$ cat config.mk
export PLATFORM = sky130hd
export DESIGN_NAME = qlsf_queue
export DESIGN_NICKNAME = d
export VERILOG_FILES = /design/src/sv/qlsf_pkg.sv /design/src/sv/qlsf_queue.sv
export SDC_FILE = /design/constraint.sdc
export NUM_CORES = 1
export LEC_CHECK = 0
export ABC_AREA = 1
export BUFFER_PORTS_ARGS = -buffer_cell sky130_fd_sc_hd__buf_2
export CORE_AREA = 5 5 42 44
export DETAILED_ROUTE_END_ITERATION = 8
export DIE_AREA = 0 0 47 49
export HOLD_SLACK_MARGIN = 0.03
export SLEW_MARGIN = 20
export SYNTH_ARGS = -nofsm -noshare
export SYNTH_HDL_FRONTEND = slang
export SYNTH_SLANG_ARGS = --single-unit
$ cat constraint.sdc
create_clock -name clk -period 2.63 [get_ports clk]
set_clock_uncertainty 0.2 [all_clocks]
set_input_delay 0.263 -clock clk [delete_from_list [all_inputs] [get_ports clk]]
set_output_delay 0.263 -clock clk [all_outputs]
set_load 0.01 [all_outputs]
$ cat src/sv/qlsf_pkg.sv
// Shared types, codes and defaults of the quadratic least-squares fit core.
`default_nettype none
package qlsf_pkg;

	localparam int DEF_MAX_POINTS = 1024;
	localparam int DEF_COORD_BITS = 10;
	localparam int DEF_FRAC_BITS  = 16;

	// Width of a coordinate field on the point channel.
	localparam int COORD_FIELD_BITS = 10;
	localparam int COEF_BITS        = 32;

	localparam logic [1:0] FIT_OK       = 2'd0;
	localparam logic [1:0] FIT_SINGULAR = 2'd1;
	localparam logic [1:0] FIT_OVERFLOW = 2'd2;

	localparam logic [COEF_BITS-1:0] SAT_POS = 32'h7FFF_FFFF;
	localparam logic [COEF_BITS-1:0] SAT_NEG = 32'h8000_0000;

	typedef struct packed {
		logic [COORD_FIELD_BITS-1:0] abscissa;
		logic [COORD_FIELD_BITS-1:0] ordinate;
		logic                        last_point;
	} point_t;

	typedef struct packed {
		logic signed [COEF_BITS-1:0] coef_const;
		logic signed [COEF_BITS-1:0] coef_linear;
		logic signed [COEF_BITS-1:0] coef_square;
		logic [1:0]                  fit_status;
	} fit_t;

endpackage
`default_nettype wire

$ cat src/sv/qlsf_queue.sv
// Two-entry queue of finished run sums between the front and back ends.
`default_nettype none
module qlsf_queue #(
	parameter int WIDTH = 1
) (
	input  wire logic             clk,
	input  wire logic             arst_n,
	input  wire logic             push,
	input  wire logic [WIDTH-1:0] wdata,
	output logic                  full,
	input  wire logic             pop,
	output logic                  valid,
	output logic [WIDTH-1:0]      rdata
);
	import qlsf_pkg::*;

	logic [WIDTH-1:0] mem [2];
	logic             wr_ptr_q, rd_ptr_q;
	logic [1:0]       count_q;

	always_ff @(posedge clk) begin
		if (push) begin
			mem[wr_ptr_q] <= wdata;
		end
	end

	always_ff @(posedge clk or negedge arst_n) begin
		if (!arst_n) begin
			wr_ptr_q <= 1'b0;
			rd_ptr_q <= 1'b0;
			count_q  <= 2'd0;
		end else begin
			if (push) begin
				wr_ptr_q <= !wr_ptr_q;
			end
			if (pop) begin
				rd_ptr_q <= !rd_ptr_q;
			end
			count_q <= count_q + {1'b0, push} - {1'b0, pop};
		end
	end

	assign full  = count_q == 2'd2;
	assign valid = count_q != 2'd0;
	assign rdata = mem[rd_ptr_q];

endmodule
`default_nettype wire

Word-level counts from Yosys, hierarchy flattened
Memories as Yosys holds them, arrays and structs flattened.
Cells that the tools add are included.
- bits of input ports: 5
- memory bits (writable): 2
- memories: 1
- output and inout port bits: 3
- register bits after elaboration: 4
- $add $sub $neg: 2
- equal/unequal tests: 1
- multiplexer cells: 2
- reduce and logical (&&, ||, !) cells: 3
- memory list (name ; depth ; width ; rd ports ; clocked after memory_dff ; wr ports ; line ; RTL):
    mem ; 2 ; 1 ; 1 ; 0 ; 1 ; qlsf_queue.sv:17 ; logic [WIDTH-1:0] mem [2];
- operators with widths (operator ; number):
    2-bit by 1-bit adder with 2-bit output ; 1
    2-bit == test (second input constant) ; 1
    1-bit zero test ; 2
    1-bit 2-to-1 mux ; 2
    2-bit nonzero test ; 1
    2-bit by 1-bit subtractor with 2-bit output ; 1

Depth between registers and ports, before layout
- depth after elaboration: 2
- mapped depth: 7
- depth with buffers taken out: 7

Worst setup path after synthesis
Ideal clock, no wire load.
- path kind: register to register
- from: register count_q[0]
- to: register count_q[1]
- path slack: 1.367 ns
- path buffers: 0
- required time: 2.314 ns
- stages on the path, launching flop included: 7
- arrival: 0.947 ns
- library setup time: 0.116 ns
- period minus slack after synthesis: 1.263 ns
- path through: dfrtp_1 > inv_1 > ha_1 > inv_1 > ha_1 > nand3_1 > nand2_1
- word-level cells in the longest chain between the ends: 2
- RTL lines (element ; line ; RTL):
    start, declared ; qlsf_queue.sv:19 ; logic [1:0] count_q;
    start signal, assigned ; qlsf_queue.sv:39 ; count_q <= count_q + {1'b0, push} - {1'b0, pop};
    2-bit by 1-bit adder with 2-bit output ; qlsf_queue.sv:39 ;
    2-bit by 1-bit subtractor with 2-bit output ; qlsf_queue.sv:39 ;
Every way passes these cells.
A chain may end at the register's enable or synchronous reset.

Worst setup path in the final report
- from: input port pop
- to: register count_q[1]
- word-level cells in the longest chain between the ends: 1
- RTL lines (element ; line ; RTL):
    start, declared ; qlsf_queue.sv:11 ; input wire logic pop,
    2-bit by 1-bit subtractor with 2-bit output ; qlsf_queue.sv:39 ;
Every way passes these cells.

==> out/qor.csv <==
metric,value,unit
status,finished clean,
Sw Ratio,34.1,%
largest net degree at the start of global routing,5,
total internal power,252,uW
count of endpoints failing setup in the final report,0,
Routed Antenna Nets,0,
Yosys warning count,0,
die width,47,microns
Routed WL per cell,7.70,microns
slowest cell on the critical path,dlygate4sd3_1,
Post CTS Setup Buffer Count,0,
Antenna Cells,0,
sequential share of the synthesized area,57.1,%
Syn Inst Count,30,
Cell variety after synth,10,
main area contributors after synthesis,"dfrtp_1 36%, edfxtp_1 21%, nand2_1 11%, inv_1 9.4%, ha_1 8.9%",
Setup TNS Final,0,ns
mapped cell area,280,sq um
post-layout min period,1.65,ns
final hold vios,0,
number of iterations in the first detailed-routing pass,2,
Leak,0.000213,uW
Final Util,27.9,%
GP Congestion,0.644,
clock-pin slew on the worst setup and hold paths,0.05,ns
Buffers on Ports,7,
initial antenna violation count,0,
total track usage,5.32,%
proportion of layout cells with a drive suffix above 1,25.0,%
CP arrival,1.57,ns
FP Rows,14,
Synth-to-Final Area Change,39.7,%
class of the worst hold path,in2reg,
core footprint,1400,sq um
Gate power share,34.7,%
PwrDens,978,nW/um^2
"Avg Cell Area, Syn",9.34,sq um
Max clock buf depth,2,
Crit. End Element,flop,
worst path required time,2.56,ns
CTS HTree Levels,1,
Slew @ Worst Pin,0.122,ns
GRT overflow,0,
Placed Area,335,sq um
Worst slew margin,91.8,%
vias in the first global route,208,
Seq cells post-synth,6,
cell taking the most area after synthesis,dfrtp_1,
CP peak stage delay,0.53,ns
final instance area,392,sq um
sequence of cells on the critical path,dlygate4sd3_1 > buf_2 > ha_1 > inv_1 > ha_1 > inv_1 > nand2_1 > nand2_1,
Hold Slack,0.0504,ns
CTS root buf,clkbuf_4,
Post-route DRC,0,
Die H,49,microns
number of nets produced by synthesis,37,
Fillers,164,
total wire length,462,microns
fin. max-slew vios,0,
Peak VDD IR,0.000270,V
Nets,52,
CTS tree,done,
post-DP HPWL,389,microns
TritonCTS Buffers,3,
top-level port count,8,
period utilisation layout,62.6,%
CP top delay family,buffers and inverters,
Iteration-0 DRC Markers,1,
switching pwr,131,uW
"Power, Total",383,uW
Seq pwr share,41.7,%
worst-skew pair later-pin latency,0.24,ns
WS Path Type,in2reg,
WP buf/inv,4,
via count,211,
clock power share,23.6,%
CP Max Fanout,2,
Initial Util,20.0,%
number of max-cap violations,0,
RSZ-0062 raised after global routing,false,
f_max,0.608,GHz
Critical Path Source Type,input port,
share of the synthesized area in the top cell type,35.7,%
Via-to-Cell Ratio,3.52,
wire length of the first global-routing pass,848,microns
full die area,2300,sq um
clock sink count,6,
[sequential cells by signal, indices dropped and copies added (netlist names)]
signal    count
wr_ptr_q      1
mem           2
count_q       2
rd_ptr_q      1
[layer usage]
metal / wire length [microns] / global-route usage, % / up-vias
met5: 0 / 0 / -
met4: 0 / 4.15 / 0
met3: 43 / 2.21 / 0
met2: 219 / 8.14 / 5
met1: 199 / 5.39 / 89
li1: - / - / 117
[synth_stat cells]
master / n
inv_2: 1
dfrtp_1: 4
xor2_1: 2
nand2_1: 8
ha_1: 2
inv_1: 7
o21ai_0: 1
nand3_1: 1
edfxtp_1: 2
nor2_1: 2
[cell type report]
cell class	instances	area, sq um	area share [%]
Clock buffer	4	26.3	6.71
Inverter	8	30.0	7.67
Multi-Input combinational cell	16	90.1	23.0
Sequential cell	6	160	40.9
Tap cell	16	20.0	5.11
Timing Repair Buffer	10	65.1	16.6
[cell usage in the layout (no fill, tap or decap), types with 2 or more instances in the layout]
| cell | instances |
|---|---|
| xor2_1 | 2 |
| edfxtp_1 | 2 |
| nor2_1 | 2 |
| nand2_1 | 8 |
| dfrtp_1 | 4 |
| ha_1 | 2 |
| clkbuf_4 | 3 |
| inv_1 | 7 |
| buf_2 | 7 |
| dlygate4sd3_1 | 3 |
[final timing paths]
check	cells past startpoint	to	slack, ns	start
hold / removal	2	wr_ptr_q	0.05	push
hold reg to reg	1	rd_ptr_q	0.29	rd_ptr_q
max in group asynchronous	2	count_q[1]	1.95	arst_n
setup reg to reg	7	count_q[1]	1.29	count_q[0]
setup / recovery	8	count_q[1]	0.98	pop
min in group asynchronous	2	wr_ptr_q	0.15	arst_n
[power by group through the flow]
stage	Clock (uW)	Sequential [uW]	Combinational [uW]
floorplan	0	157	90.6
global placement	0	161	128
detailed placement	0	161	134
CTS	93.5	159	138
global route	97.0	163	163
finish	90.4	160	133
[repair_timing]
| item | 4_1_cts | 5_1_grt |
|---|---|---|
| gates resized for setup | 0 | 0 |
| setup endpoints to repair | 0 | 0 |
| endpoints found under the hold margin | 7 | 0 |
| hold buffers | 3 | 0 |
[metrics by stage]
step / cells / worst slack (ns)
3_3_place_gp: 53 / 1.31
6_report: 60 / 0.985
4_1_cts: 60 / 0.968
3_5_place_dp: 53 / 1.28
5_1_grt: 60 / 0.871
2_1_floorplan: 30 / 1.37
[cell families after synthesis]
kind of cell	after synthesis	share of synthesized area [%]
simple gates	11	15.2
buf+inv	8	10.7
flops	6	57.1
xor+xnor	2	6.25
fa+ha+maj	2	8.93
compound gates	1	1.78
No activity file was read; power rests on OpenSTA's default activity.
