### src/sv/qlsf_pkg.sv
// Shared types, codes and defaults of the quadratic least-squares fit core.
`default_nettype none
package qlsf_pkg;

	localparam int DEF_MAX_POINTS = 1024;
	localparam int DEF_COORD_BITS = 10;
	localparam int DEF_FRAC_BITS  = 16;

	// Width of a coordinate field on the point channel.
	localparam int COORD_FIELD_BITS = 10;
	localparam int COEF_BITS        = 32;

	localparam logic [1:0] FIT_OK       = 2'd0;
	localparam logic [1:0] FIT_SINGULAR = 2'd1;
	localparam logic [1:0] FIT_OVERFLOW = 2'd2;

	localparam logic [COEF_BITS-1:0] SAT_POS = 32'h7FFF_FFFF;
	localparam logic [COEF_BITS-1:0] SAT_NEG = 32'h8000_0000;

	typedef struct packed {
		logic [COORD_FIELD_BITS-1:0] abscissa;
		logic [COORD_FIELD_BITS-1:0] ordinate;
		logic                        last_point;
	} point_t;

	typedef struct packed {
		logic signed [COEF_BITS-1:0] coef_const;
		logic signed [COEF_BITS-1:0] coef_linear;
		logic signed [COEF_BITS-1:0] coef_square;
		logic [1:0]                  fit_status;
	} fit_t;

endpackage
`default_nettype wire

### src/sv/qlsf_accum.sv
// Front end: point pipeline that forms powers and accumulates the run sums.
`default_nettype none
module qlsf_accum #(
	parameter int MAX_POINTS = qlsf_pkg::DEF_MAX_POINTS,
	parameter int COORD_BITS = qlsf_pkg::DEF_COORD_BITS,
	parameter int JOB_BITS   = 1
) (
	input  wire logic             clk,
	input  wire logic             arst_n,
	input  wire logic             point_valid,
	output logic                  point_ready,
	input  wire qlsf_pkg::point_t point,
	output logic                  job_push,
	input  wire logic             job_full,
	output logic [JOB_BITS-1:0]   job
);
	import qlsf_pkg::*;

	localparam int XB = (COORD_BITS < COORD_FIELD_BITS) ? COORD_BITS : COORD_FIELD_BITS;
	localparam int CW = $clog2(MAX_POINTS + 1);
	localparam int PW = 4 * XB + CW;
	localparam int MW = 3 * XB + CW;

	logic          adv, take, in_range;
	logic          v_s1, v_s2, last_s1, last_s2;
	logic [XB-1:0] x_s1, y_s1, x_s2, y_s2;
	logic [2*XB-1:0] x2_s1, xy_s1, x2_s2, xy_s2;
	logic [3*XB-1:0] x3_s2, x2y_s2;
	logic [4*XB-1:0] x4_s2;

	logic [CW-1:0] cnt_q, cnt_n;
	logic          ovf_q, ovf_n;
	logic [PW-1:0] p1_q, p2_q, p3_q, p4_q, p1_n, p2_n, p3_n, p4_n;
	logic [MW-1:0] m0_q, m1_q, m2_q, m0_n, m1_n, m2_n;

	// The whole pipeline holds only when a finished run cannot enter the queue.
	assign adv         = !(v_s2 && last_s2 && job_full);
	assign point_ready = adv;
	assign take        = v_s2 && adv;
	assign in_range    = cnt_q < CW'(MAX_POINTS);

	always_ff @(posedge clk or negedge arst_n) begin
		if (!arst_n) begin
			v_s1 <= 1'b0;
			v_s2 <= 1'b0;
		end else if (adv) begin
			v_s1 <= point_valid;
			v_s2 <= v_s1;
		end
	end

	always_ff @(posedge clk) begin
		if (adv) begin
			x_s1    <= point.abscissa[XB-1:0];
			y_s1    <= point.ordinate[XB-1:0];
			x2_s1   <= point.abscissa[XB-1:0] * point.abscissa[XB-1:0];
			xy_s1   <= point.abscissa[XB-1:0] * point.ordinate[XB-1:0];
			last_s1 <= point.last_point;
			x_s2    <= x_s1;
			y_s2    <= y_s1;
			x2_s2   <= x2_s1;
			xy_s2   <= xy_s1;
			x3_s2   <= x2_s1 * x_s1;
			x4_s2   <= x2_s1 * x2_s1;
			x2y_s2  <= xy_s1 * x_s1;
			last_s2 <= last_s1;
		end
	end

	always_comb begin
		cnt_n = cnt_q;
		ovf_n = ovf_q;
		p1_n  = p1_q;
		p2_n  = p2_q;
		p3_n  = p3_q;
		p4_n  = p4_q;
		m0_n  = m0_q;
		m1_n  = m1_q;
		m2_n  = m2_q;
		if (in_range) begin
			cnt_n = cnt_q + CW'(1);
			p1_n  = p1_q + PW'(x_s2);
			p2_n  = p2_q + PW'(x2_s2);
			p3_n  = p3_q + PW'(x3_s2);
			p4_n  = p4_q + PW'(x4_s2);
			m0_n  = m0_q + MW'(y_s2);
			m1_n  = m1_q + MW'(xy_s2);
			m2_n  = m2_q + MW'(x2y_s2);
		end else begin
			ovf_n = 1'b1;
		end
	end

	always_ff @(posedge clk or negedge arst_n) begin
		if (!arst_n) begin
			cnt_q <= '0;
			ovf_q <= 1'b0;
			p1_q  <= '0;
			p2_q  <= '0;
			p3_q  <= '0;
			p4_q  <= '0;
			m0_q  <= '0;
			m1_q  <= '0;
			m2_q  <= '0;
		end else if (take) begin
			if (last_s2) begin
				cnt_q <= '0;
				ovf_q <= 1'b0;
				p1_q  <= '0;
				p2_q  <= '0;
				p3_q  <= '0;
				p4_q  <= '0;
				m0_q  <= '0;
				m1_q  <= '0;
				m2_q  <= '0;
			end else begin
				cnt_q <= cnt_n;
				ovf_q <= ovf_n;
				p1_q  <= p1_n;
				p2_q  <= p2_n;
				p3_q  <= p3_n;
				p4_q  <= p4_n;
				m0_q  <= m0_n;
				m1_q  <= m1_n;
				m2_q  <= m2_n;
			end
		end
	end

	assign job_push = take && last_s2;
	assign job      = {ovf_n, cnt_n, p4_n, p3_n, p2_n, p1_n, m2_n, m1_n, m0_n};

endmodule
`default_nettype wire

### config.mk
export PLATFORM = sky130hd
export DESIGN_NAME = qlsf_accum
export DESIGN_NICKNAME = d
export VERILOG_FILES = /design/src/sv/qlsf_pkg.sv /design/src/sv/qlsf_accum.sv
export SDC_FILE = /design/constraint.sdc
export NUM_CORES = 1
export LEC_CHECK = 0
export ABC_AREA = 1
export BUFFER_PORTS_ARGS = -buffer_cell sky130_fd_sc_hd__buf_2
export CAP_MARGIN = 20
export CORE_MARGIN = 2
export CORE_UTILIZATION = 38
export CTS_CLUSTER_DIAMETER = 120
export CTS_CLUSTER_SIZE = 30
export DETAILED_ROUTE_END_ITERATION = 7
export PLACE_DENSITY = 0.63
export RECOVER_POWER = 100
export SLEW_MARGIN = 20
export SYNTH_ARGS = -nofsm -noshare
export SYNTH_HDL_FRONTEND = slang
export SYNTH_SLANG_ARGS = --single-unit
### constraint.sdc
create_clock -name clk -period 1.7 [get_ports clk]
set_input_delay 0.34 -clock clk [delete_from_list [all_inputs] [get_ports clk]]
set_output_delay 0.34 -clock clk [all_outputs]
set_load 0.01 [all_outputs]
---- Yosys cells after proc, flatten, opt, wreduce, memory -nomap -nowiden ----
Cells that the tools add are included.
storage, ports and cells
  flip-flop bits (word level) ............. 76
  bits of input ports ..................... 25
  output and inout bits ................... 3
  logic and storage cells ................. 23
operators by class
  $add $sub $neg .......................... 2
  order comparisons ....................... 1
  multiplexer cells ....................... 4
  reduce and logical (&&, ||, !) cells .... 7
operators with widths
  operator               number
  $mux 41                2
  $add 41x10->41         1
  $mux 11                2
  $add 11x1->11 const B  1
  $lt 11x11->1 const B   1
  $logic_and 1x1->1      4
  $reduce_and 2->1       1
  $reduce_bool 2->1      1
  $logic_not 1->1        1

---- Depth between registers and ports, before layout ----
  depth after elaboration ................. 5
  gate-level depth with buffers ........... 8
  gate-level depth less buffers ........... 8

---- Worst setup path after synthesis ----
OpenSTA, ideal clock, no wires.
  kind .................................... register to output
  start ................................... register last_s2
  end ..................................... output port job_push
  data arrival time ....................... 0.866 ns
  required time ........................... 1.360 ns
  path slack .............................. 0.494 ns
  stages on the path, launching flop included .. 6
  buffers on the path ..................... 0
  cell sequence ........................... edfxtp_1 -> nand2_1 -> nand2_2 -> inv_2 -> nand2_2 -> inv_2
between the ends
  word-level cells in the longest chain between the ends .. 5
ends and longest elaborated chain
  item                            line               RTL
  start, declared                 qlsf_accum.sv:25   logic v_s1, v_s2, last_s1, last_s2;
  start signal, assigned          qlsf_accum.sv:66   last_s2 <= last_s1;
  $logic_and 1x1->1 (2 in a row)  qlsf_accum.sv:37   assign adv = !(v_s2 && last_s2 && job_full);
  $logic_not 1->1                 qlsf_accum.sv:37
  $logic_and 1x1->1               qlsf_accum.sv:39   assign take = v_s2 && adv;
  $logic_and 1x1->1 *             qlsf_accum.sv:130  assign job_push = take && last_s2;
  end, declared                   qlsf_accum.sv:13   output logic job_push,
Mark *: on every way between the ends. The rest lies on a longest branch, timed or not.

---- Worst setup path in the final report ----
Ends and elaborated chain as after synthesis.

==> results.yml <==
timing:
  worstMarginPinSlew_ns: 0.801
  fin_worst_skew_ns: 0.00104
  period_minus_slack_ns: 1.59
  setup_viol: 0
  grt_setup_unrepaired: "no"
  max_slew_margin_pct: 46.6
  hold_viol: 0
  clock.fmax_mhz: 631
  slew_viol_final: 0
  whs_ns: 0.208
  period_share_pct: 93.2
  setup_slack_ns: 0.115
  setup_tns_ns: 0
detailed_routing:
  vias: 705
  wl_per_cell_um: 11.3
  drc: 0
  ant_nets: 0
  drt_iter0_drc: 7
  drt-total-wl_um: 1640
  drtPass1Iterations: 4
  via_per_inst: 4.86
grt:
  overflow: 0
  grt_pass1_vias: 664
  grt_pass1_wl_um: 2830
  grt_usage_pct: 14.5
  grt_max_degree: 15
  antenna_found_initial: 0
floorplan:
  die_w_um: 53.1
  rows: 17
  pin_count: 28
  core_area_sq_um: 2250
  start_util_pct: 40.6
  dieArea_sq_um: 2820
  dieHeight_um: 53.1
worst_setup_path:
  crit_arrival_ns: 1.25
  start_kind: "register"
  criticalPathCategory: "reg2out"
  r2r-start: "last_s2"
  rr_endpoint: "cnt_q[9]"
  r2r_slack_ns: 0.19
  endpoint_kind: "output pin"
  cp_data_required_time_ns: 1.36
  path_max_fanout: 8
  crit_start: "last_s2"
  worst_r2r_path_depth: 8
  endpoint: "job_push"
place:
  dp_hpwl_um: 1250
  io_buffer_count: 8
  preCtsSetupSlack_ns: 0.306
  gp_congestion: 0.760
clock_network:
  root_buffer: "clkbuf_4"
  htreeDepth: 1
  clock_path_buffers: 2
  cts_buffers: 3
  cts.sinks: 18
  clk_pin_slew_worst_paths_ns: 0.10
  clk_latency_ns: 0.30
  cts_tree: "yes"
logic_synthesis:
  synth_nets: 127
  synth_enable_flop_cells: 4
  synth_top_area_share_pct: 38.3
  synth_top_area_cell: "dfrtp_1"
  synth_warnings: 0
  yosysUniqueCellTypes: 24
  ys_seq_area_share_pct: 51.4
  synth_area_leaders: "dfrtp_1, edfxtp_1, nand2_1"
  syn_avg_cell_area_sq_um: 9.06
  synth_flop_cell: "dfrtp_1"
  synth_cells: 101
  synth-seq-cells: 18
  synth_common_cells: "nand2_1, dfrtp_1, nor2_1, inv_1, nand3_1"
  netlist_area_sq_um: 915
  async_reset_ff_share_pct: 77.8
  yosysMostFrequentCell: "nand2_1"
run:
  drv_cap: 0
power:
  power_density_nw_per_um2: 984
  p_total_uw: 1010
  peakVddDrop_mv: 0.652
  power.leakage_uw: 0.000508
run_status:
  status: "finished, final reports clean"
final_layout:
  layout-drive-gt1-share_pct: 20.5
  nets: 144
  n_antenna_cell: 0
  area_delta_synth_final_pct: 12.2
min_path:
  hp-class: "in2reg"
[metrics by stage]
stage | util, % | instance area [sq um] | cells
2_1_floorplan | - | 915 | 101
3_3_place_gp | 44.7 | 1010 | 140
3_5_place_dp | 44.7 | 1010 | 140
4_1_cts | 46.8 | 1050 | 145
5_1_grt | 45.5 | 1030 | 145
6_report | 45.5 | 1030 | 145
[timing repair]
action,CTS,global route
hold buffers,1,0
hold endpoints to repair,14,0
setup endpoints to repair,0,1
gates resized for setup,0,2
buffers inserted,0,0
[layer usage]
| metal | global-route usage [%] | vias up | part of all wire (%) |
|---|---|---|---|
| met4 | 8.97 | 0 | 2.7 |
| met5 | 0 | - | 0 |
| li1 | - | 361 | - |
| met1 | 16.9 | 326 | 47 |
| met2 | 23.8 | 14 | 47 |
| met3 | 3.67 | 4 | 3.5 |
[worst max-delay path, stage by stage, from the launching register on]
cell	delay (ns)
edfxtp_1	0.40
nand2_1	0.08
nand2_2	0.09
inv_4	0.08
nand2_4	0.08
inv_2	0.08
buf_2	0.12
[flip-flops by register name (all words and copies together), names as in the netlist]
name / cells
cnt_q: 11
y_s2: 1
last_s1: 1
v_s1: 1
m0_q: 1
y_s1: 1
v_s2: 1
last_s2: 1
[cell usage in the layout, fill, tap and decap left out, types with 2 or more instances in the layout]
cell / n
inv_2: 2
a21oi_1: 4
buf_2: 6
nand3_2: 3
nand3_1: 7
nand2_1: 25
clkbuf_1: 5
a21oi_2: 2
clkbuf_4: 3
dfrtp_1: 14
nor2_1: 14
edfxtp_1: 4
inv_1: 9
o21ai_0: 4
[power by group]
| group | switching [uW] | internal [uW] | leakage (uW) |
|---|---|---|---|
| Sequential | 43.4 | 496 | 0.000229 |
| Combinational | 124 | 75.7 | 0.000258 |
| Clock | 139 | 131 | 0.0000210 |
[layout make-up]
class / instances / area (sq um)
Clock buffer: 4 / 36.3
Fill cell: 238 / 1230
Inverter: 12 / 47.5
Multi-Input combinational cell: 70 / 370
Sequential cell: 18 / 470
Tap cell: 28 / 35.0
Timing Repair Buffer: 13 / 66.3
[cells by family after synthesis]
family | after synthesis | synth area share [%]
AOI/OAI and AO/OA | 12 | 7.66
xor gates and xnor gates | 1 | 0.958
adders and majority gates | 1 | 1.37
buffers and inverters | 13 | 6.16
DFF | 18 | 51.4
and+or+nand+nor | 56 | 32.4
[how the worst min path moves through the flow]
stage,start,end,cells after the start
2_1_floorplan,arst_n,cnt_q[0],0
3_3_place_gp,arst_n,cnt_q[2],1
3_5_place_dp,arst_n,cnt_q[2],1
4_1_cts,point[1],y_s1[0],1
5_1_grt,point[0],last_s1,1
6_report,point[1],y_s1[0],1
No activity file was read; power rests on OpenSTA's default activity.
