## src/sv/qlsf_pkg.sv

```systemverilog
// Shared types, codes and defaults of the quadratic least-squares fit core.
`default_nettype none
package qlsf_pkg;

	localparam int DEF_MAX_POINTS = 1024;
	localparam int DEF_COORD_BITS = 10;
	localparam int DEF_FRAC_BITS  = 16;

	// Width of a coordinate field on the point channel.
	localparam int COORD_FIELD_BITS = 10;
	localparam int COEF_BITS        = 32;

	localparam logic [1:0] FIT_OK       = 2'd0;
	localparam logic [1:0] FIT_SINGULAR = 2'd1;
	localparam logic [1:0] FIT_OVERFLOW = 2'd2;

	localparam logic [COEF_BITS-1:0] SAT_POS = 32'h7FFF_FFFF;
	localparam logic [COEF_BITS-1:0] SAT_NEG = 32'h8000_0000;

	typedef struct packed {
		logic [COORD_FIELD_BITS-1:0] abscissa;
		logic [COORD_FIELD_BITS-1:0] ordinate;
		logic                        last_point;
	} point_t;

	typedef struct packed {
		logic signed [COEF_BITS-1:0] coef_const;
		logic signed [COEF_BITS-1:0] coef_linear;
		logic signed [COEF_BITS-1:0] coef_square;
		logic [1:0]                  fit_status;
	} fit_t;

endpackage
`default_nettype wire

```

## src/sv/qlsf_solver.sv

```systemverilog
// Back end: Cramer solve with a serial multiplier and a restoring divider.
`default_nettype none
module qlsf_solver #(
	parameter int MAX_POINTS = qlsf_pkg::DEF_MAX_POINTS,
	parameter int COORD_BITS = qlsf_pkg::DEF_COORD_BITS,
	parameter int FRAC_BITS  = qlsf_pkg::DEF_FRAC_BITS,
	parameter int JOB_BITS   = 1
) (
	input  wire logic                clk,
	input  wire logic                arst_n,
	input  wire logic                job_valid,
	output logic                     job_pop,
	input  wire logic [JOB_BITS-1:0] job,
	output logic                     fit_valid,
	input  wire logic                fit_ready,
	output qlsf_pkg::fit_t           fit
);
	import qlsf_pkg::*;

	localparam int XB  = (COORD_BITS < COORD_FIELD_BITS) ? COORD_BITS : COORD_FIELD_BITS;
	localparam int CW  = $clog2(MAX_POINTS + 1);
	localparam int PW  = 4 * XB + CW;
	localparam int MW  = 3 * XB + CW;
	localparam int EW  = PW;
	localparam int W   = 3 * EW + FRAC_BITS + 4;
	localparam int MCW = $clog2(EW);
	localparam int DCW = $clog2(W);

	localparam logic [3:0] S_IDLE = 4'd0;
	localparam logic [3:0] S_MULI = 4'd1;
	localparam logic [3:0] S_MUL  = 4'd2;
	localparam logic [3:0] S_ACC  = 4'd3;
	localparam logic [3:0] S_DET  = 4'd4;
	localparam logic [3:0] S_DIV  = 4'd5;
	localparam logic [3:0] S_RND  = 4'd6;
	localparam logic [3:0] S_SAT  = 4'd7;
	localparam logic [3:0] S_OUT  = 4'd8;

	localparam logic [1:0] K_DET  = 2'd3;
	localparam logic [3:0] STEP_LAST = 4'd8;

	logic [3:0]     state_q, step_q;
	logic [1:0]     k_q;
	logic [MCW-1:0] mcnt_q;
	logic [DCW-1:0] dcnt_q;
	logic           fit_valid_q;

	logic [CW-1:0]  cnt_j;
	logic [PW-1:0]  psum_j [4];
	logic [MW-1:0]  mom_j  [3];
	logic [EW-1:0]  sel    [5];
	logic [EW-1:0]  mat    [3][3];

	logic [W-1:0]   mcand_q, prod_q, t_q, d_q, det_q, den_q, rem_q, quo_q;
	logic [EW-1:0]  mplier_q;
	logic           neg_q;
	logic [COEF_BITS-1:0] coef_q [3];
	logic [1:0]     status_q;
	fit_t           fit_q;

	logic [1:0]     ar, ac, br, bc;
	logic           a_is_t;
	logic [W-1:0]   op_a, abs_d, abs_det, rem_sh, rem_nx, quo_nx;
	logic           ge;
	logic           hi_nz;
	logic [COEF_BITS-1:0] sat_val;

	// Sums of the run, straight from the queue head; latched when popped.
	logic           job_ovf;
	logic [CW-1:0]  job_cnt;
	logic [PW-1:0]  job_p [4];
	logic [MW-1:0]  job_m [3];

	assign {job_ovf, job_cnt, job_p[3], job_p[2], job_p[1], job_p[0],
		job_m[2], job_m[1], job_m[0]} = job;

	assign job_pop = (state_q == S_IDLE) && job_valid;

	// Normal matrix entry (r, c) is the power sum of order r + c; column k
	// is replaced by the moment sums when forming a Cramer numerator.
	always_comb begin
		sel[0] = EW'(cnt_j);
		for (int i = 0; i < 4; i++) begin
			sel[i+1] = psum_j[i];
		end
		for (int r = 0; r < 3; r++) begin
			for (int c = 0; c < 3; c++) begin
				mat[r][c] = (k_q == 2'(c)) ? EW'(mom_j[r]) : sel[r+c];
			end
		end
	end

	// Determinant by cofactors of row 0, one product per step.
	always_comb begin
		a_is_t = 1'b0;
		ar = 2'd1; ac = 2'd1; br = 2'd2; bc = 2'd2;
		case (step_q)
			4'd0: begin ar = 2'd1; ac = 2'd1; br = 2'd2; bc = 2'd2; end
			4'd1: begin ar = 2'd1; ac = 2'd2; br = 2'd2; bc = 2'd1; end
			4'd2: begin a_is_t = 1'b1; br = 2'd0; bc = 2'd0; end
			4'd3: begin ar = 2'd1; ac = 2'd0; br = 2'd2; bc = 2'd2; end
			4'd4: begin ar = 2'd1; ac = 2'd2; br = 2'd2; bc = 2'd0; end
			4'd5: begin a_is_t = 1'b1; br = 2'd0; bc = 2'd1; end
			4'd6: begin ar = 2'd1; ac = 2'd0; br = 2'd2; bc = 2'd1; end
			4'd7: begin ar = 2'd1; ac = 2'd1; br = 2'd2; bc = 2'd0; end
			4'd8: begin a_is_t = 1'b1; br = 2'd0; bc = 2'd2; end
			default: begin a_is_t = 1'b0; end
		endcase
	end

	assign op_a    = a_is_t ? t_q : W'(mat[ar][ac]);
	assign abs_d   = d_q[W-1] ? (~d_q + W'(1)) : d_q;
	assign abs_det = det_q[W-1] ? (~det_q + W'(1)) : det_q;
	assign rem_sh  = {rem_q[W-2:0], quo_q[W-1]};
	assign ge      = rem_sh >= den_q;
	assign rem_nx  = ge ? (rem_sh - den_q) : rem_sh;
	assign quo_nx  = {quo_q[W-2:0], ge};
	assign hi_nz   = |quo_q[W-1:COEF_BITS-1];

	always_comb begin
		if (neg_q) begin
			sat_val = hi_nz ? SAT_NEG : (~quo_q[COEF_BITS-1:0] + COEF_BITS'(1));
		end else begin
			sat_val = hi_nz ? SAT_POS : quo_q[COEF_BITS-1:0];
		end
	end

	always_ff @(posedge clk or negedge arst_n) begin
		if (!arst_n) begin
			state_q     <= S_IDLE;
			step_q      <= 4'd0;
			k_q         <= K_DET;
			mcnt_q      <= '0;
			dcnt_q      <= '0;
			fit_valid_q <= 1'b0;
		end else begin
			if (fit_valid_q && fit_ready) begin
				fit_valid_q <= 1'b0;
			end
			case (state_q)
				S_IDLE: begin
					if (job_valid) begin
						k_q    <= K_DET;
						step_q <= 4'd0;
						state_q <= job_ovf ? S_OUT : S_MULI;
					end
				end
				S_MULI: begin
					mcnt_q  <= '0;
					state_q <= S_MUL;
				end
				S_MUL: begin
					mcnt_q <= mcnt_q + MCW'(1);
					if (mcnt_q == MCW'(EW - 1)) begin
						state_q <= S_ACC;
					end
				end
				S_ACC: begin
					if (step_q == STEP_LAST) begin
						state_q <= S_DET;
					end else begin
						step_q  <= step_q + 4'd1;
						state_q <= S_MULI;
					end
				end
				S_DET: begin
					dcnt_q <= '0;
					if (k_q == K_DET) begin
						if (d_q == '0) begin
							state_q <= S_OUT;
						end else begin
							k_q     <= 2'd0;
							step_q  <= 4'd0;
							state_q <= S_MULI;
						end
					end else begin
						state_q <= S_DIV;
					end
				end
				S_DIV: begin
					dcnt_q <= dcnt_q + DCW'(1);
					if (dcnt_q == DCW'(W - 1)) begin
						state_q <= S_RND;
					end
				end
				S_RND: begin
					state_q <= S_SAT;
				end
				S_SAT: begin
					if (k_q == 2'd2) begin
						state_q <= S_OUT;
					end else begin
						k_q     <= k_q + 2'd1;
						step_q  <= 4'd0;
						state_q <= S_MULI;
					end
				end
				S_OUT: begin
					if (!fit_valid_q) begin
						fit_valid_q <= 1'b1;
						state_q     <= S_IDLE;
					end
				end
				default: begin
					state_q <= S_IDLE;
				end
			endcase
		end
	end

	always_ff @(posedge clk) begin
		case (state_q)
			S_IDLE: begin
				if (job_valid) begin
					cnt_j <= job_cnt;
					for (int i = 0; i < 4; i++) begin
						psum_j[i] <= job_p[i];
					end
					for (int i = 0; i < 3; i++) begin
						mom_j[i]  <= job_m[i];
						coef_q[i] <= '0;
					end
					status_q <= job_ovf ? FIT_OVERFLOW : FIT_OK;
				end
			end
			S_MULI: begin
				mcand_q  <= op_a;
				mplier_q <= mat[br][bc];
				prod_q   <= '0;
			end
			S_MUL: begin
				prod_q   <= prod_q + (mplier_q[0] ? mcand_q : '0);
				mcand_q  <= {mcand_q[W-2:0], 1'b0};
				mplier_q <= {1'b0, mplier_q[EW-1:1]};
			end
			S_ACC: begin
				case (step_q)
					4'd0, 4'd3, 4'd6: t_q <= prod_q;
					4'd1, 4'd4, 4'd7: t_q <= t_q - prod_q;
					4'd2:             d_q <= prod_q;
					4'd5:             d_q <= d_q - prod_q;
					4'd8:             d_q <= d_q + prod_q;
					default:          t_q <= t_q;
				endcase
			end
			S_DET: begin
				if (k_q == K_DET) begin
					det_q <= d_q;
					if (d_q == '0) begin
						status_q <= FIT_SINGULAR;
					end
				end else begin
					neg_q <= d_q[W-1] ^ det_q[W-1];
					den_q <= abs_det;
					quo_q <= abs_d << FRAC_BITS;
					rem_q <= '0;
				end
			end
			S_DIV: begin
				rem_q <= rem_nx;
				quo_q <= quo_nx;
			end
			S_RND: begin
				if ({rem_q, 1'b0} >= {1'b0, den_q}) begin
					quo_q <= quo_q + W'(1);
				end
			end
			S_SAT: begin
				coef_q[k_q] <= sat_val;
			end
			S_OUT: begin
				if (!fit_valid_q) begin
					fit_q.coef_const  <= coef_q[0];
					fit_q.coef_linear <= coef_q[1];
					fit_q.coef_square <= coef_q[2];
					fit_q.fit_status  <= status_q;
				end
			end
			default: begin
				neg_q <= neg_q;
			end
		endcase
	end

	assign fit_valid = fit_valid_q;
	assign fit       = fit_q;

	// A failed fit never carries coefficients.
	a_fail_zero: assert property (@(posedge clk) disable iff (!arst_n)
		fit_valid_q && (fit_q.fit_status != FIT_OK) |->
		(fit_q.coef_const == 0) && (fit_q.coef_linear == 0) && (fit_q.coef_square == 0))
		else $error("failed fit with nonzero coefficients");

	// Division only ever runs against a nonzero determinant.
	a_den_nz: assert property (@(posedge clk) disable iff (!arst_n)
		(state_q == S_DIV) |-> (den_q != '0))
		else $error("division by zero determinant");

	// A new result appears only out of the output state.
	a_out_src: assert property (@(posedge clk) disable iff (!arst_n)
		$rose(fit_valid_q) |-> $past(state_q == S_OUT))
		else $error("result raised outside output state");

endmodule
`default_nettype wire

```

## config.mk

```make
export PLATFORM = sky130hd
export DESIGN_NAME = qlsf_solver
export DESIGN_NICKNAME = d
export VERILOG_FILES = /design/src/sv/qlsf_pkg.sv /design/src/sv/qlsf_solver.sv
export SDC_FILE = /design/constraint.sdc
export NUM_CORES = 2
export LEC_CHECK = 0
export BUFFER_PORTS_ARGS = -buffer_cell sky130_fd_sc_hd__buf_2
export CORE_MARGIN = 10
export CORE_UTILIZATION = 35
export CTS_CLUSTER_DIAMETER = 40
export CTS_CLUSTER_SIZE = 30
export DETAILED_ROUTE_END_ITERATION = 8
export PLACE_DENSITY_LB_ADDON = 0.3
export SETUP_SLACK_MARGIN = 0.05
export SYNTH_ARGS = -nofsm -noshare
export SYNTH_HDL_FRONTEND = slang
export SYNTH_SLANG_ARGS = --single-unit
```

## constraint.sdc

```tcl
create_clock -name clk -period 40.1 [get_ports clk]
set_input_delay 2.005 -clock clk [delete_from_list [all_inputs] [get_ports clk]]
set_output_delay 2.005 -clock clk [all_outputs]
set_load 0.01 [all_outputs]
```

* After elaboration in Yosys (flattened, before gate mapping)
Memory sizes are Yosys's and may differ from the RTL's. A register that Yosys moved wholly into a read port is not among the register bits.
Index checks and enable logic that the tools add are counted.
** Operators by class
- Add/subtract/negate cells :: 13
- Order comparisons :: 5
- Equality and inequality tests :: 32
- Mux-type cells :: 77
- Bitwise gates (word level) :: 9
- Reductions and logical operators :: 34
** Operators by type and width (count)
- $pmux 173 s2 :: 4
- $mux 173 :: 6
- $pmux 173 s3 :: 2
- $mux 51 :: 12
- $sub 173x173->173 :: 3
- $add 173x1->173 const B :: 2
- $add 173x173->173 :: 2
- $bmux 153 s2 :: 1
- $mux 153 :: 2
- $bmux 51 s2 :: 2
- $ge 174x173->1 :: 1
- $ge 173x173->1 :: 1
- $logic_not 173->1 :: 1
- $not 173->173 :: 1
- $mux 172 :: 1
- $add 157x1->157 const B :: 1
- $mux 157 :: 1
- $not 157->157 :: 1
- $reduce_or 142->1 :: 1
- $mux 32 :: 4
- $pmux 51 s2 :: 1
- $mux 4 :: 12
- $mux 41 :: 1
- $pmux 4 s9 :: 1
- other kinds (41) :: 106
** Storage, ports and cells
- Flip-flop bits (word level) :: 1465
- Memory bits (writable) :: 99
- Bits of input ports :: 5
- Output and inout bits :: 100
- Word-level logic and storage cells :: 191
- Memories kept :: 2
** Memory list
- coef_q :: depth 3, width 32, read ports 3, clocked after Yosys merged registers in 3, write ports 3, RTL line qlsf_solver.sv:57 : logic [COEF_BITS-1:0] coef_q [3];
- mom_j :: depth 3, width 1, read ports 3, clocked after Yosys merged registers in 0, write ports 3, RTL line qlsf_solver.sv:50 : logic [MW-1:0] mom_j [3];

* Longest topological paths before layout
- Word-level depth :: 11
- Depth in mapped cells :: 29
- Depth with buffers taken out :: 27

* Worst setup path before layout
Ideal clock, no wire load.
- Path type :: register to register
- Start :: register state_q[3]
- End :: register quo_q[0] (enable)
- Library setup time :: 0.962 ns
- Arrival time :: 21.433 ns
- Data required time :: 39.138 ns
- Setup slack :: 17.706 ns
- Stages on the path, launching flop included :: 7
- Path buffers :: 1
- Period minus slack after synthesis :: 22.394 ns
- Path through :: dfrtp_1 clkbuf_1 nor2_1 nand2_1 nor2_1 nor2_1 a211oi_1
** Between the ends
- Word-level cells in the longest chain between the ends :: 3
- Elaborated cells on any way between the ends :: 7
- Classes of those cells :: eq/ne: 5; reduce/logical: 2
** Ends and longest elaborated chain
- start: declaration :: RTL line qlsf_solver.sv:42 : logic [3:0] state_q, step_q;
- start signal: assignment :: RTL line qlsf_solver.sv:145 : state_q <= job_ovf ? S_OUT : S_MULI;
- $eq 4x3->1 :: RTL line qlsf_solver.sv:212 : case (state_q)
- $ne 2x2->1 (no source line) / $reduce_bool 3->1 (equally long branches)
- $reduce_and 3->1 (no source line) (*)
- end signal: assignment :: RTL line qlsf_solver.sv:255 : quo_q <= abs_d << FRAC_BITS;
- end signal: assignment :: RTL line qlsf_solver.sv:261 : quo_q <= quo_nx;
- end signal: assignment :: RTL line qlsf_solver.sv:265 : quo_q <= quo_q + W'(1);
- end: declaration :: RTL line qlsf_solver.sv:54 : logic [W-1:0] mcand_q, prod_q, t_q, d_q, det_q, den_q, rem_q, quo_q;
Every way passes the cells marked *; elsewhere a longest branch is shown, timed or not.
A chain may end at the register's enable or synchronous reset.

* Worst setup path after layout
- Start :: register prod_q[13]
- End :: register d_q[143], data pin
** Between the ends
- Word-level cells in the longest chain between the ends :: 2
- Elaborated cells on any way between the ends :: 3
- Classes of those cells :: add/sub: 2; mux: 1
** Ends and longest elaborated chain
- start: declaration :: RTL line qlsf_solver.sv:54
- start signal: assignment :: RTL line qlsf_solver.sv:232 : prod_q <= prod_q + (mplier_q[0] ? mcand_q : '0);
- $add 173x173->173 / $sub 173x173->173 (equally long branches) :: RTL line qlsf_solver.sv:242, qlsf_solver.sv:241
- $pmux 173 s3 (*) :: RTL line qlsf_solver.sv:237 : case (step_q)
- end signal: assignment :: RTL line qlsf_solver.sv:240 : 4'd2: d_q <= prod_q;
- end signal: assignment :: RTL line qlsf_solver.sv:241 : 4'd5: d_q <= d_q - prod_q;
- end signal: assignment :: RTL line qlsf_solver.sv:242 : 4'd8: d_q <= d_q + prod_q;
- end: declaration :: RTL line qlsf_solver.sv:54
Marked as above.

==> results.json <==
{
  "initial_utilization_pct": 35.2,
  "setup_viol": 0,
  "ys.flop_type": "edfxtp_1",
  "synth_fa_ha_area_share_pct": 7.46,
  "slew_viol_final": 0,
  "finalCriticalPeriod_ns": 8.61,
  "clock_latency_ns": 0.94,
  "antenna_found_initial": 11,
  "critPathMaxStageDelay_ns": 0.96,
  "whs_ns": 0.391,
  "grt_max_degree": 206,
  "fin_crit_sh_pct": 21.5,
  "dp_hpwl_mm": 353,
  "ff_latch_area_um2": 48100,
  "synth_area_um2": 124000,
  "p_per_area_nw_per_um2": 32.7,
  "syn_to_final_growth_pct": 12.8,
  "path_max_fanout": 9,
  "ys_ff_latch": 1606,
  "root_buffer": "clkbuf_16",
  "cts.sinks": 1606,
  "hold_viol": 0,
  "slowest_stage": "nor4b_1",
  "path_cells": "or4_1 > nor3_1 > nand2_1 > or4_1 > nor2b_1 > nand2_1 > nor2_1 > nand2_1 > o31ai_1 > xnor2_1 > ha_1 > nand4_1 > nor3_1 > nand2_1 > nor4b_1 > o21ai_0 > a21boi_0 > nor3_1 > o22ai_1 > a21oi_1 > xnor2_1 > o21ai_0",
  "first_pass_iters": 7,
  "setup_slack_ns": 31.49,
  "synth_seq_area_share_pct": 38.8,
  "wire_per_inst_um": 23.9,
  "vdd_drop_max_mv": 0.0299,
  "worstPathArrival_ns": 9.23,
  "final_antenna_net_count": 0,
  "synth_top_family_by_area": "compound AO/OA/AOI/OAI gates",
  "die_y_um": 616,
  "synthXorXnorAreaFrac_pct": 9.25,
  "io_buffers": 103,
  "crit_top_cell": "nand2_1",
  "critPathCaptureType": "register",
  "nets": 14800,
  "drive_gt1_share_pct": 6.41,
  "worst_pin_slew_ns": 1.43,
  "chipWidth_um": 616,
  "clock.fmax_ghz": 0.116,
  "std_cell_rows": 218,
  "grt_pass1_wl_mm": 675,
  "synthMuxAreaShare_pct": 0.101,
  "fillers": 35800,
  "via_per_inst": 5.86,
  "required_ns": 40.72,
  "start_kind": "register",
  "cts_tree": "yes",
  "multi_input_area_um2": 70800,
  "cts_resized": 0,
  "grt_pass1_vias": 104000,
  "cts_buffers": 319,
  "synth_edf_count": 1581,
  "core_um2": 353000,
  "syn_inst": 14200,
  "yosys_warnings": 0,
  "async_flop_share_pct": 1.56,
  "path_class": "reg2reg",
  "clk_pin_slew_ns": 0.05,
  "cts_buffer_depth": 4,
  "synth.distinct_cells": 94,
  "place_ws_ns": 31.63,
  "drv_cap": 0,
  "worstHoldPathType": "reg2reg",
  "leakage_nw": 49.8,
  "drc": 0,
  "maxSlewHeadroom_pct": 4.60,
  "dieArea_um2": 379000,
  "grt_remaining_overflow": 0,
  "synthesis.nets": 15000,
  "postCtsSetupBuffers": 0,
  "vias": 112000,
  "htree_levels": 5,
  "ioPinCount": 105,
  "skew_ns": 0.0784,
  "cts_hold_buf": 0,
  "wl_mm": 455,
  "status": "finished, final reports clean",
  "synth_simple_gate_area_share_pct": 17.9,
  "first_iter_violations": 13700,
  "tns_ns": 0,
  "avgSynthCellArea_um2": 8.72,
  "gp_congestion": 0.963,
  "synth_compound_area_share_pct": 22.2,
  "rsz0062_at_grt": "false",
  "grt_usage_pct": 22.6
}
[area by class of cell]
type | instances | share of cell area, %
Clock inverter | 236 | 1.92
Sequential cell | 1606 | 34.4
Antenna cell | 5 | 0.00894
Inverter | 681 | 1.83
Tap cell | 4730 | 4.23
Multi-Input combinational cell | 11200 | 50.6
Timing Repair Buffer | 230 | 1.09
Clock buffer | 350 | 5.97
[cells by family (layout without fill, tap and decap cells)]
group                      count (synthesis)  in the layout
other                                      1              6
AOI/OAI and AO/OA                       4457           4457
xor gates and xnor gates                1311           1311
adders and majority gates                738            738
DFF                                     1606           1606
buffers and inverters                   1438           1497
and+or+nand+nor                         4677           4677
muxes                                     12             12
[where the power goes]
part	internal, W	switching [W]	total, W
logic	0.000000157	0.000000686	0.000000874
clock network	0.00173	0.00102	0.00276
registers	0.00182	0.00000000000000000000313	0.00182
total	0.00355	0.00102	0.00458
[worst max-delay path, delay by kind of cell (launching register included)]
family	cells	cell delay (ns)
XOR/XNOR	2	0.32
AO/OA/AOI/OAI	6	2.26
AND/OR/NAND/NOR	13	4.78
flip-flops	1	0.47
adder cells (fa/ha/maj)	1	0.48
[sequential cells by signal (all words and copies together), names as in the netlist, 173 cells and up]
signal and cells:
d_q 173, den_q 173, det_q 173, mcand_q 173
prod_q 173, quo_q 173, rem_q 173, t_q 173
[metal layers]
layer,vias to the layer above,GRT usage (%),wire length (um)
met1,53800,34.1,213000
met4,0,7.78,18100
met2,4817,32.9,187000
met5,-,0,0
li1,52200,-,-
met3,777,3.09,36500
[Yosys cell counts, types with 23 or more instances]
master,n,area share (%)
edfxtp_1,1581,38
nand2_1,1526,4.6
a21oi_1,1499,6.0
nor2_1,1165,3.5
o21ai_0,1144,4.6
xnor2_1,885,6.2
ha_1,734,7.4
clkbuf_1,725,2.2
inv_1,680,2.1
nand4_1,466,2.3
xor2_1,426,3.0
a21o_1,294,1.8
nor3_1,276,1.1
o21bai_1,273,1.7
nand3_1,245,0.99
and2_1,216,1.1
a22o_1,179,1.3
o31ai_1,176,1.1
nor4_1,161,0.81
or3_1,124,0.62
o21a_1,105,0.64
a31oi_1,100,0.50
a211oi_1,96,0.58
nand2b_1,92,0.46
and3_1,85,0.43
nor2b_1,84,0.42
o41ai_1,84,0.59
a22oi_1,83,0.50
or4_1,73,0.44
or2_2,66,0.33
o221ai_1,65,0.46
a21boi_0,59,0.36
o211ai_1,52,0.31
a221oi_1,43,0.30
and4_1,32,0.23
dfrtp_1,23,0.46
[layout by cell type, fill, tap and decap left out, types with 179 or more instances in the layout]
master        n
o21ai_0    1143
nand4_1     466
o21bai_1    273
nor2_1     1158
a21oi_1    1498
inv_1       678
nor3_1      275
a22o_1      179
edfxtp_1   1581
clkbuf_16   331
a21o_1      294
xnor2_1     885
nand2_1    1522
ha_1        734
nand3_1     243
xor2_1      426
and2_1      214
[worst paths after layout]
kind,slack (ns),depth (start not counted),endpoint,from
hold / removal,0.39,0,fit[64],coef_q[1][30]
max in group asynchronous,38.61,1,dcnt_q[6],arst_n
setup / recovery,31.49,22,d_q[143],prod_q[13]
setup reg to reg,31.49,22,d_q[143],prod_q[13]
hold reg to reg,0.39,0,fit[64],coef_q[1][30]
min in group asynchronous,1.08,1,mcnt_q[0],arst_n
[stage by stage]
stage                     power (W)  cells  area [um2]  utilization, %
after detailed placement    0.00185  18400      129000            36.5
after global routing        0.00469  19000      140000            39.7
final                       0.00458  19000      140000            39.7
after global placement      0.00185  18400      129000            36.5
after CTS                   0.00462  19000      140000            39.7
after floorplan             0.00185  14200      124000               -
Power figures use the tool's default switching activity.
